==> src/rtl/core/sha_pkg.sv <==
// ------------------------------------------------------------------------
// sha_pkg
// shared types, constants and the rotate function of the stream hasher
// ------------------------------------------------------------------------
package sha_pkg;
	localparam int unsigned QueueDepth = 4;

	localparam logic [7:0] PadByte = 8'h80;
	localparam logic [5:0] LenPos  = 6'd56;

	typedef struct packed {
		logic [7:0] data_byte;
		logic       has_byte;
		logic       end_of_message;
	} sha_item_t;

	typedef enum logic [2:0] {
		ST_IDLE,
		ST_ROUND,
		ST_ADD,
		ST_OUT
	} sha_state_t;

	localparam logic [31:0] InitH [8] = '{
		32'h6a09e667, 32'hbb67ae85, 32'h3c6ef372, 32'ha54ff53a,
		32'h510e527f, 32'h9b05688c, 32'h1f83d9ab, 32'h5be0cd19
	};

	localparam logic [31:0] RoundK [64] = '{
		32'h428a2f98, 32'h71374491, 32'hb5c0fbcf, 32'he9b5dba5,
		32'h3956c25b, 32'h59f111f1, 32'h923f82a4, 32'hab1c5ed5,
		32'hd807aa98, 32'h12835b01, 32'h243185be, 32'h550c7dc3,
		32'h72be5d74, 32'h80deb1fe, 32'h9bdc06a7, 32'hc19bf174,
		32'he49b69c1, 32'hefbe4786, 32'h0fc19dc6, 32'h240ca1cc,
		32'h2de92c6f, 32'h4a7484aa, 32'h5cb0a9dc, 32'h76f988da,
		32'h983e5152, 32'ha831c66d, 32'hb00327c8, 32'hbf597fc7,
		32'hc6e00bf3, 32'hd5a79147, 32'h06ca6351, 32'h14292967,
		32'h27b70a85, 32'h2e1b2138, 32'h4d2c6dfc, 32'h53380d13,
		32'h650a7354, 32'h766a0abb, 32'h81c2c92e, 32'h92722c85,
		32'ha2bfe8a1, 32'ha81a664b, 32'hc24b8b70, 32'hc76c51a3,
		32'hd192e819, 32'hd6990624, 32'hf40e3585, 32'h106aa070,
		32'h19a4c116, 32'h1e376c08, 32'h2748774c, 32'h34b0bcb5,
		32'h391c0cb3, 32'h4ed8aa4a, 32'h5b9cca4f, 32'h682e6ff3,
		32'h748f82ee, 32'h78a5636f, 32'h84c87814, 32'h8cc70208,
		32'h90befffa, 32'ha4506ceb, 32'hbef9a3f7, 32'hc67178f2
	};

	function automatic logic [31:0] rotr(input logic [31:0] x, input int unsigned n);
		return (x >> n) | (x << (32 - n));
	endfunction
endpackage

==> src/rtl/core/sha_queue.sv <==
// ------------------------------------------------------------------------
// sha_queue
// short queue of input words between intake and hashing engine
// ------------------------------------------------------------------------
module sha_queue #(
	parameter int unsigned Depth = sha_pkg::QueueDepth
) (
	input  logic               clk,
	input  logic               arst_n,
	input  logic               wr_en,
	input  sha_pkg::sha_item_t wr_item,
	output logic               full,
	input  logic               rd_en,
	output sha_pkg::sha_item_t rd_item,
	output logic               empty
);
	import sha_pkg::*;
	localparam int unsigned AW = (Depth > 1) ? $clog2(Depth) : 1;

	sha_item_t          mem_q [Depth];
	logic [AW-1:0]      wptr_q, rptr_q;
	logic [AW:0]        count_q;

	assign full    = (count_q == (AW+1)'(Depth));
	assign empty   = (count_q == '0);
	assign rd_item = mem_q[rptr_q];

	always_ff @(posedge clk) begin
		if (wr_en && !full) mem_q[wptr_q] <= wr_item;
	end

	always_ff @(posedge clk or negedge arst_n) begin
		if (!arst_n) begin
			wptr_q  <= '0;
			rptr_q  <= '0;
			count_q <= '0;
		end else begin
			if (wr_en && !full)
				wptr_q <= (wptr_q == AW'(Depth - 1)) ? '0 : wptr_q + 1'b1;
			if (rd_en && !empty)
				rptr_q <= (rptr_q == AW'(Depth - 1)) ? '0 : rptr_q + 1'b1;
			count_q <= count_q + (AW+1)'(wr_en && !full) - (AW+1)'(rd_en && !empty);
		end
	end
endmodule

==> src/rtl/core/sha_engine.sv <==
// ------------------------------------------------------------------------
// sha_engine
// message words, schedule, round loop, padding and digest output
// ------------------------------------------------------------------------
module sha_engine (
	input  logic               clk,
	input  logic               arst_n,
	input  sha_pkg::sha_item_t item,
	input  logic               item_valid,
	output logic               item_take,
	output logic [31:0]        digest_word,
	output logic [2:0]         word_index,
	output logic               last_word,
	output logic               out_valid,
	input  logic               out_take
);
	import sha_pkg::*;

	sha_state_t  state_q, state_d;
	logic [5:0]  fill_q;
	logic [60:0] count_q;
	logic [31:0] h_q [8];
	logic [31:0] v_q [8];
	logic [31:0] w_q [16];
	logic [5:0]  rnd_q;
	logic [2:0]  oidx_q;
	logic        fin_q;
	// a length block follows the current one
	logic        need2_q;
	// that length block starts with the pad byte
	logic        pad2_q;

	logic [31:0] s0, s1, t1, t2, wn;
	logic [31:0] wload [16];
	logic [31:0] wsecond [16];
	logic [60:0] cnt_n;
	logic [5:0]  fill_n;
	logic        blk_full, need2_n;

	assign s0 = rotr(w_q[1], 7) ^ rotr(w_q[1], 18) ^ (w_q[1] >> 3);
	assign s1 = rotr(w_q[14], 17) ^ rotr(w_q[14], 19) ^ (w_q[14] >> 10);
	assign wn = s1 + w_q[9] + s0 + w_q[0];
	assign t1 = v_q[7] + (rotr(v_q[4], 6) ^ rotr(v_q[4], 11) ^ rotr(v_q[4], 25))
		+ ((v_q[4] & v_q[5]) ^ (~v_q[4] & v_q[6])) + RoundK[rnd_q] + w_q[0];
	assign t2 = (rotr(v_q[0], 2) ^ rotr(v_q[0], 13) ^ rotr(v_q[0], 22))
		+ ((v_q[0] & v_q[1]) ^ (v_q[0] & v_q[2]) ^ (v_q[1] & v_q[2]));

	assign item_take   = (state_q == ST_IDLE) && item_valid;
	assign out_valid   = (state_q == ST_OUT);
	assign digest_word = h_q[oidx_q];
	assign word_index  = oidx_q;
	assign last_word   = (oidx_q == 3'd7);

	always_comb begin
		state_d = state_q;
		unique case (state_q)
			ST_IDLE: begin
				if (item_valid && (blk_full || item.end_of_message))
					state_d = ST_ROUND;
			end
			ST_ROUND: begin
				if (rnd_q == 6'd63) state_d = ST_ADD;
			end
			ST_ADD: begin
				if (need2_q)    state_d = ST_ROUND;
				else if (fin_q) state_d = ST_OUT;
				else            state_d = ST_IDLE;
			end
			ST_OUT: begin
				if (out_take && oidx_q == 3'd7) state_d = ST_IDLE;
			end
			default: state_d = ST_IDLE;
		endcase
	end

	always_ff @(posedge clk or negedge arst_n) begin
		if (!arst_n) state_q <= ST_IDLE;
		else         state_q <= state_d;
	end

	// message words with the incoming byte, pad and length folded in
	always_comb begin
		cnt_n    = count_q + 61'(item.has_byte);
		fill_n   = fill_q + 6'(item.has_byte);
		blk_full = item.has_byte && (fill_q == 6'd63);
		need2_n  = blk_full ? item.end_of_message : (fill_n >= LenPos);
		wload    = w_q;
		if (item.has_byte) begin
			for (int k = 0; k < 4; k++)
				if (fill_q[1:0] == 2'(k)) wload[fill_q[5:2]][31-8*k -: 8] = item.data_byte;
		end
		if (item.end_of_message && !blk_full) begin
			for (int j = 0; j < 16; j++) begin
				for (int k = 0; k < 4; k++) begin
					if (6'(4*j+k) == fill_n)     wload[j][31-8*k -: 8] = PadByte;
					else if (6'(4*j+k) > fill_n) wload[j][31-8*k -: 8] = 8'h00;
				end
			end
			if (fill_n < LenPos) begin
				wload[14] = cnt_n[60:29];
				wload[15] = {cnt_n[28:0], 3'b000};
			end
		end
	end

	// closing block: zeros, pad byte only after a full data block, then length
	always_comb begin
		wsecond[0] = pad2_q ? {PadByte, 24'h000000} : 32'h0;
		for (int j = 1; j < 14; j++) wsecond[j] = 32'h0;
		wsecond[14] = count_q[60:29];
		wsecond[15] = {count_q[28:0], 3'b000};
	end

	always_ff @(posedge clk or negedge arst_n) begin
		if (!arst_n) begin
			fill_q  <= '0;
			count_q <= '0;
			rnd_q   <= '0;
			oidx_q  <= '0;
			fin_q   <= 1'b0;
			need2_q <= 1'b0;
			pad2_q  <= 1'b0;
			for (int i = 0; i < 8; i++) begin
				h_q[i] <= InitH[i];
				v_q[i] <= '0;
			end
			for (int j = 0; j < 16; j++) w_q[j] <= '0;
		end else begin
			unique case (state_q)
				ST_IDLE: if (item_take) begin
					fill_q  <= item.end_of_message ? 6'd0 : fill_n;
					count_q <= cnt_n;
					w_q     <= wload;
					if (blk_full || item.end_of_message) begin
						v_q     <= h_q;
						rnd_q   <= '0;
						fin_q   <= item.end_of_message && !need2_n;
						need2_q <= need2_n;
						pad2_q  <= blk_full;
					end
				end
				ST_ROUND: begin
					for (int i = 0; i < 15; i++) w_q[i] <= w_q[i+1];
					w_q[15] <= wn;
					v_q[7] <= v_q[6]; v_q[6] <= v_q[5]; v_q[5] <= v_q[4];
					v_q[4] <= v_q[3] + t1;
					v_q[3] <= v_q[2]; v_q[2] <= v_q[1]; v_q[1] <= v_q[0];
					v_q[0] <= t1 + t2;
					rnd_q  <= rnd_q + 1'b1;
				end
				ST_ADD: begin
					for (int i = 0; i < 8; i++) h_q[i] <= h_q[i] + v_q[i];
					oidx_q <= '0;
					if (need2_q) begin
						for (int i = 0; i < 8; i++) v_q[i] <= h_q[i] + v_q[i];
						w_q     <= wsecond;
						rnd_q   <= '0;
						need2_q <= 1'b0;
						fin_q   <= 1'b1;
					end
				end
				ST_OUT: if (out_take) begin
					oidx_q <= oidx_q + 1'b1;
					if (oidx_q == 3'd7) begin
						for (int i = 0; i < 8; i++) h_q[i] <= InitH[i];
						count_q <= '0;
						fin_q   <= 1'b0;
					end
				end
				default: ;
			endcase
		end
	end
endmodule

==> src/rtl/core/sha256_stream_hasher_top.sv <==
// ------------------------------------------------------------------------
// sha256_stream_hasher_top
// streaming SHA-256 over a byte message
// ------------------------------------------------------------------------
// input side is a queue: push with full low takes one word carrying an
// optional byte (has_byte) and an end_of_message flag
// result side is a queue: while empty is low the digest word, its
// word_index and last_word are shown; pop takes it
// a short queue decouples intake from the hashing engine
// a byte that does not complete a block is only stored and the engine
// stays ready for the next word; a completed block is loaded, runs 64
// rounds and is added into the hash
// end of message costs one or two blocks: the first digest word shows
// once the last block has been added, then eight digest words drain one
// per cycle while pop is high
// a stalled receiver holds the engine in output; intake continues until
// the queue fills
// reset clears the queue, reloads the initial hash and empties outputs
// ------------------------------------------------------------------------
module sha256_stream_hasher_top #(
	parameter int unsigned QueueDepth = sha_pkg::QueueDepth
) (
	input  logic        clk,
	input  logic        arst_n,
	input  logic [7:0]  data_byte,
	input  logic        has_byte,
	input  logic        end_of_message,
	input  logic        push,
	output logic        full,
	output logic [31:0] digest_word,
	output logic [2:0]  word_index,
	output logic        last_word,
	output logic        empty,
	input  logic        pop
);
	import sha_pkg::*;

	sha_item_t wr_item, rd_item;
	logic      q_empty, take, out_valid;

	assign wr_item = '{data_byte: data_byte, has_byte: has_byte, end_of_message: end_of_message};

	sha_queue #(.Depth(QueueDepth)) u_queue (
		.clk, .arst_n, .wr_en(push), .wr_item, .full,
		.rd_en(take), .rd_item, .empty(q_empty)
	);

	sha_engine u_engine (
		.clk, .arst_n, .item(rd_item), .item_valid(!q_empty), .item_take(take),
		.digest_word, .word_index, .last_word, .out_valid, .out_take(pop)
	);

	assign empty = !out_valid;
endmodule

==> config.mk <==
export PLATFORM = sky130hd
export DESIGN_NAME = sha256_stream_hasher_top
export DESIGN_NICKNAME = d
export VERILOG_FILES = /design/src/rtl/core/sha_pkg.sv /design/src/rtl/core/sha_queue.sv /design/src/rtl/core/sha_engine.sv /design/src/rtl/core/sha256_stream_hasher_top.sv
export SDC_FILE = /design/constraint.sdc
export NUM_CORES = 2
export LEC_CHECK = 0
export ABC_AREA = 1
export BUFFER_PORTS_ARGS = -buffer_cell sky130_fd_sc_hd__buf_2
export CORE_UTILIZATION = 25
export DETAILED_ROUTE_END_ITERATION = 7
export HOLD_SLACK_MARGIN = 0.1
export PLACE_DENSITY = 0.35
export SYNTH_ARGS = -nofsm -noshare
export SYNTH_HDL_FRONTEND = slang
export SYNTH_SLANG_ARGS = --single-unit
==> constraint.sdc <==
create_clock -name clk -period 9.28 [get_ports clk]
set_input_delay 0.464 -clock clk [delete_from_list [all_inputs] [get_ports clk]]
set_output_delay 0.464 -clock clk [all_outputs]
set_load 0.02 [all_outputs]
# Word level (Yosys, flattened, before mapping)
# Memory sizes are Yosys's and may differ from the RTL's.
# Index checks and enable logic that the tools add are counted.
[classes] n_reduce_logical=34 bitwise_logic=30 n_mul=0 muxes=197 div_mod_pow=0 n_addsub=26 order_cmp=70 n_eq_ne=83 shift=0
[ops] cell="$mux 512" n=11
[ops] cell="$bwmux 512" n=4
[ops] cell="$pmux 512 s3" n=1
[ops] cell="$mux 256" n=5
[ops] cell="$mux 8" n=129
[ops] cell="$pmux 256 s3" n=1
[ops] cell="$add 32x32->32" n=18
[ops] cell="$demux 32 s4" n=4
[ops] cell="$pmux 256 s2" n=1
[ops] cell="$xor 32x32->32" n=9
[ops] cell="$eq 6x6->1 const A" n=32
[ops] cell="$gt 6x6->1 const A" n=32
[ops] cell="$mux 32" n=6
[ops] cell="$mux 61" n=3
[ops] cell="$and 32x32->32" n=5
[ops] cell="$pmux 61 s2" n=1
[ops] cell="$bmux 32 s3" n=1
[ops] cell="$eq 5x6->1 const A" n=16
[ops] cell="$gt 5x6->1 const A" n=16
[ops] cell="$mux 64" n=1
[ops] cell="$add 61x1->61" n=1
[ops] cell="$eq 4x6->1 const A" n=8
[ops] cell="$gt 4x6->1 const A" n=8
[ops] cell="$not 32->32" n=1
[ops] cell="other kinds (64)" n=126
[totals] latch_bits=0 output_inout_bits=38 regBits=1113 rom_bits=2048 n_memories=2 word_cells=485 mem_bits_rw=40 in_bits=14
[mem_list] memory="(name not given)" depth=64 word_bits=32 rd=1 rd_clocked_by_memory_dff=0 write_ports=0 line="sha_engine.sv:44" source="+ ((v_q[4] & v_q[5]) ^ (~v_q[4] & v_q[6])) + RoundK[rnd_q] + w_q[0];"
[mem_list] memory="u_queue.mem_q" depth=4 word_bits=10 rd=1 rd_clocked_by_memory_dff=0 write_ports=1 line="sha_queue.sv:20" source="sha_item_t mem_q [Depth];"

# Depth between registers and ports, before layout
[depth] depth_word=23 depth_mapped=44 mapped_depth_nobuf=44

# Hierarchy
# Synthesis repeated with hierarchy kept, for this count alone.
[unflattened] cells_unflattened=12971 area_unflattened_um2=94794.7
[modules_own_cells] mod="sha_engine" cells_each=12795 seq_area_each_um2=27821.7 instances=1 area_each_um2=92713.9
[modules_own_cells] mod="sha_queue" cells_each=174 seq_area_each_um2=1376.3 instances=1 area_each_um2=2073.2
[modules_own_cells] mod="sha256_stream_hasher_top" cells_each=2 seq_area_each_um2=0.0 instances=1 area_each_um2=7.5

# Least setup slack after synthesis
# No wires, ideal clock.
[synth_timing] path_type="reg-to-reg" from="reg u_engine.rnd_q[1]" to="reg u_engine.v_q[255] in the netlist's numbering" period_less_slack_ns=7.178 path_slack_ns=2.102 stages_incl_launch_ff=38 arrival_ns=7.061 path_cell_list="dfrtp_1 -> inv_1 -> ha_1 -> inv_1 -> nor2_1 -> nor2_1 -> inv_1 -> a211oi_1 -> o32a_1 -> fa_1 -> fa_1 -> fa_1 -> inv_1 -> ha_1 -> fa_1 -> nand2_1 -> nand3_1 -> nand2_1 -> (+2 left out) -> o21ai_0 -> a21oi_1 -> nor2_1 -> nor2_1 -> xor2_1 -> fa_1 -> ha_1 -> inv_1 -> nor3_1 -> nand2_1 -> o21ai_0 -> a31oi_1 -> inv_1 -> nand2_1 -> nand3_1 -> nand2_1 -> nand2_1 -> nand2_1"
[synth_between] elab_chain_len=8
[synth_lines] item="start: declaration" line="sha_engine.sv:25" source="logic [5:0] rnd_q;"
[synth_lines] item="start signal: assignment" line="sha_engine.sv:149" source="rnd_q <= rnd_q + 1'b1;"
[synth_lines] item="$not 6->7 (not written as such)" line="sha_engine.sv:44"
[synth_lines] item="$mem_v2 64x32"
[synth_lines] item="$mux 32 (not written as such) (2 in a row)" line="sha_engine.sv:44"
[synth_lines] item="$add 32x32->32 (2 in a row)" line="sha_engine.sv:44"
[synth_lines] item="$add 32x32->32" line="sha_engine.sv:148" source="v_q[0] <= t1 + t2;"
[synth_lines] item="$pmux 256 s3" line="sha_engine.sv:129" source="unique case (state_q)"
[synth_lines] item="end signal: assignment" line="sha_engine.sv:135" source="v_q <= h_q;"
[synth_lines] item="end: declaration" line="sha_engine.sv:23" source="logic [31:0] v_q [8];"
# No other way between the ends. The select of a mux whose other input is x is not followed.
# A chain may end at the register's enable or synchronous reset.

# Worst setup path after layout
[layout_timing] from="reg u_engine.rnd_q[1]" to="reg u_engine.v_q[243] in the netlist's numbering"
# The elaborated chain is that of the path after synthesis.

==> results.py <==
metrics = {
    "clock_network": {
        "cts_buffers": 171,
        "root_buffer": "clkbuf_16",
        "post_cts_buffers": 0,
        "cts_tree": "done",
        "path_clk_slew_ps": 60,
        "clkSinkCount": 1152,
        "htreeDepth": 4,
        "clock_path_buffers": 4,
        "insertion_delay_ps": 960,
    },
    "placed_design": {
        "dp.final_hpwl_um": 413000,
        "gp_congestion": 0.950,
        "pre_cts_slack_ps": 329,
        "port_buffers": 51,
        "placedCellCount": 17800,
    },
    "logic_synthesis": {
        "synthXorXnorAreaFrac_pct": 4.26,
        "synth_edf_count": 40,
        "synth_top_area_share_pct": 25.7,
        "yosysTopAreaCell": "dfrtp_1",
        "synthesis.nets": 13900,
        "synth_top_family_by_area": "compound AO/OA/AOI/OAI gates",
        "synth.area.top_cells": "dfrtp_1 (26%), nand2_1 (9.9%), a21oi_1 (7.7%), inv_1 (6.3%), ha_1 (5.4%)",
        "async_flop_share_pct": 96.5,
        "yosys_warnings": 0,
        "ys.flop_type": "dfrtp_1",
        "syn-instance-count": 13200,
        "synth_cell_type_count": 74,
        "synthMuxAreaShare_pct": 0.192,
        "synth_area_per_cell_um2": 7.17,
        "synth_fa_ha_area_share_pct": 9.57,
        "synth_area_mm2": 0.0950,
        "ys_ff_latch": 1152,
        "synth_compound_area_share_pct": 25.8,
        "yosysSeqAreaShare_pct": 30.7,
        "synthSimpleGateAreaFrac_pct": 19.8,
    },
    "sta": {
        "worst_pin_slew_ps": 1420,
        "setup_viol": 0,
        "setup_ws_ps": 535,
        "max_freq_mhz": 114,
        "finalHoldViolCount": 0,
        "skew_ps": 117,
        "min_period_ps": 8750,
        "hold_slack_ps": 145,
        "slew_violations": 0,
        "fin_crit_sh_pct": 94.2,
        "rsz0062_at_grt": "false",
        "slew-limit-headroom_pct": 4.22,
        "finalSetupTns_ps": 0,
    },
    "detailed_routing": {
        "routed_wl_um": 555000,
        "drc_errors": 0,
        "dr_wl_met2_um": 262000,
        "dr.pass1.iters": 6,
        "met1_length_um": 242000,
        "topRoutingLayerUsed": "met5",
        "vias_per_cell": 5.47,
        "drt-initial-drc-count": 9268,
        "wl_per_cell_um": 30.6,
        "drtAntennaViolNets": 0,
        "via_count": 99200,
        "wl_met3_um": 27700,
    },
    "flow_run": {
        "maxCapViolCount": 0,
    },
    "min_path": {
        "hp-class": "primary input to async pin",
    },
    "outcome": {
        "outcome": "completed",
    },
    "setup_path": {
        "path_delay_family": "adder cells",
        "reg2regPathDepth": 37,
        "startpoint_type": "flop",
        "crit_cells": 37,
        "path_class": "flop to flop",
        "cp.buffers_inverters": 8,
        "r2r_end": "u_engine.v_q[243]$_DFFE_PN0P_",
        "r2r_start": "u_engine.rnd_q[1]$_DFFE_PN0P_",
        "crit_slowest_cell": "fa_1",
        "crit_path_start": "u_engine.rnd_q[1]$_DFFE_PN0P_",
        "slowest_delay_ps": 580,
        "endpoint_kind": "flop",
        "crit_required_ps": 10020,
        "r2r_setup_slack_ps": 530,
        "arrival_ps": 9480,
        "cp_max_fo": 10,
    },
    "die": {
        "core_area_mm2": 0.379,
        "rows": 226,
        "die_h_um": 618,
        "io_pins": 52,
        "dieArea_mm2": 0.382,
        "die_w_um": 618,
        "initial_core_util_pct": 25.1,
    },
    "grt": {
        "grt_pass1_wl_um": 776000,
        "grt_util_all_layers_pct": 28.2,
        "grt_overflow_total": 0,
        "antenna_found_initial": 26,
        "grt_pass1_vias": 97600,
        "grt_max_degree": 188,
    },
    "finish": {
        "final_cells": 18100,
        "area_growth_pct": 12.4,
        "layout.area.seq_mm2": 0.0292,
        "finalNetCount": 13600,
        "layout-drive-gt1-share_pct": 6.52,
        "multi_input_area_mm2": 0.0569,
        "fillers": 41500,
    },
}
[worst register-to-register path, delay by kind of cell (launching register included)]
kind	cells	cell delay, ps
DFF	1	370
adders and majority gates	7	3100
buffers and inverters	8	1310
AOI/OAI and AO/OA	10	1850
xor gates and xnor gates	1	360
and+or+nand+nor	11	1570
[final cells by class]
type | instances | area share [%]
clock inverters | 43 | 0.466
flip-flops and latches | 1152 | 27.4
inverters | 1605 | 5.69
repair buffers | 346 | 2.62
multi-input cells | 9694 | 53.3
clock buffers | 264 | 4.69
well taps | 5016 | 5.88
diodes | 9 | 0.0211
[registers in the layout, summed over array words and instances (netlist names)]
signal,cells
u_engine.count_q,61
u_engine.fill_q,6
u_engine.fin_q,1
u_engine.h_q,256
u_engine.need2_q,1
u_engine.pad2_q,1
u_engine.rnd_q,6
u_engine.state_q,2
u_engine.v_q,256
u_engine.w_q,512
u_engine.word_index,3
u_queue.count_q,3
u_queue.mem_q,40
u_queue.rptr_q,2
u_queue.wptr_q,2
[worst max-delay path by stage]
stage | slack, ps | end
2_1_floorplan | 2100 | u_engine.v_q[255]$_DFFE_PN0P_
3_3_place_gp | 190 | u_engine.v_q[255]$_DFFE_PN0P_
3_5_place_dp | 330 | u_engine.v_q[255]$_DFFE_PN0P_
4_1_cts | 280 | u_engine.v_q[255]$_DFFE_PN0P_
5_1_grt | 10 | u_engine.v_q[243]$_DFFE_PN0P_
6_report | 530 | u_engine.v_q[243]$_DFFE_PN0P_
[timing repair]
item | 4_1_cts | 5_1_grt
gates resized for setup | 0 | 4
hold buffers | 11 | 0
endpoints found under the hold margin | 131 | 0
setup endpoints to repair | 0 | 10
[synthesized netlist by cell type (all sizes together), types with 18 or more instances]
| master | count |
|---|---|
| o2111ai | 268 |
| a211oi | 28 |
| xnor2 | 160 |
| o21a | 31 |
| dfrtp | 976 |
| nand4 | 119 |
| inv | 1600 |
| clkbuf | 644 |
| dfstp | 136 |
| ha | 408 |
| nand2 | 2509 |
| nor2 | 1103 |
| o21ai | 1026 |
| nand3 | 586 |
| o211ai | 122 |
| nor3 | 147 |
| nor4 | 32 |
| a21boi | 18 |
| a31oi | 117 |
| a22oi | 254 |
| fa | 196 |
| o21bai | 46 |
| a21o | 58 |
| nand3b | 33 |
| buf | 152 |
| a21oi | 1481 |
| o22ai | 216 |
| edfxtp | 40 |
| o221ai | 61 |
| o32ai | 31 |
| a22o | 26 |
| a221oi | 193 |
| xor2 | 301 |
| or2 | 21 |
[kinds of logic after synthesis]
logic type | Yosys count
simple gates | 4569
compound gates | 4036
buf+inv | 2401
flops | 1152
fa+ha+maj | 610
xor+xnor | 461
mux | 18
[per-stage QoR]
| stage | utilization, % | area, um2 |
|---|---|---|
| floorplan | - | 95000 |
| global placement | 26.7 | 101000 |
| detailed placement | 26.7 | 101000 |
| CTS | 28.2 | 107000 |
| global route | 28.2 | 107000 |
| finish | 28.2 | 107000 |
[per-layer routing]
metal,up-vias,track usage [%]
met2,3422,47.6
met3,722,3.06
li1,45000,-
met5,-,0
met1,50100,37.2
met4,2,9.95
[placed cells by master, fill, tap and decap left out, drive strengths merged, types with 11 or more instances in the layout]
cell type	synthesis	final
a211oi	28	28
a21boi	18	18
a21o	58	58
a21oi	1481	1481
a221oi	193	193
a22o	26	26
a22oi	254	254
a31oi	117	117
a32oi	13	13
buf	152	335
clkbuf	644	264
clkinv	5	35
dfrtp	976	976
dfstp	136	136
dlygate4sd3	0	11
edfxtp	40	40
fa	196	196
ha	408	408
inv	1600	1602
mux2i	16	16
nand2	2509	2509
nand3	586	586
nand3b	33	33
nand4	119	119
nor2	1103	1103
nor3	147	147
nor4	32	32
o2111ai	268	268
o211ai	122	122
o21a	31	31
o21ai	1026	1026
o21bai	46	46
o221ai	61	61
o22ai	216	216
o32ai	31	31
or2	21	21
xnor2	160	160
xor2	301	301
Power is left out: the tool's default activity adds up to more than one toggle a clock period on the data nets, which glitch-free logic cannot reach.
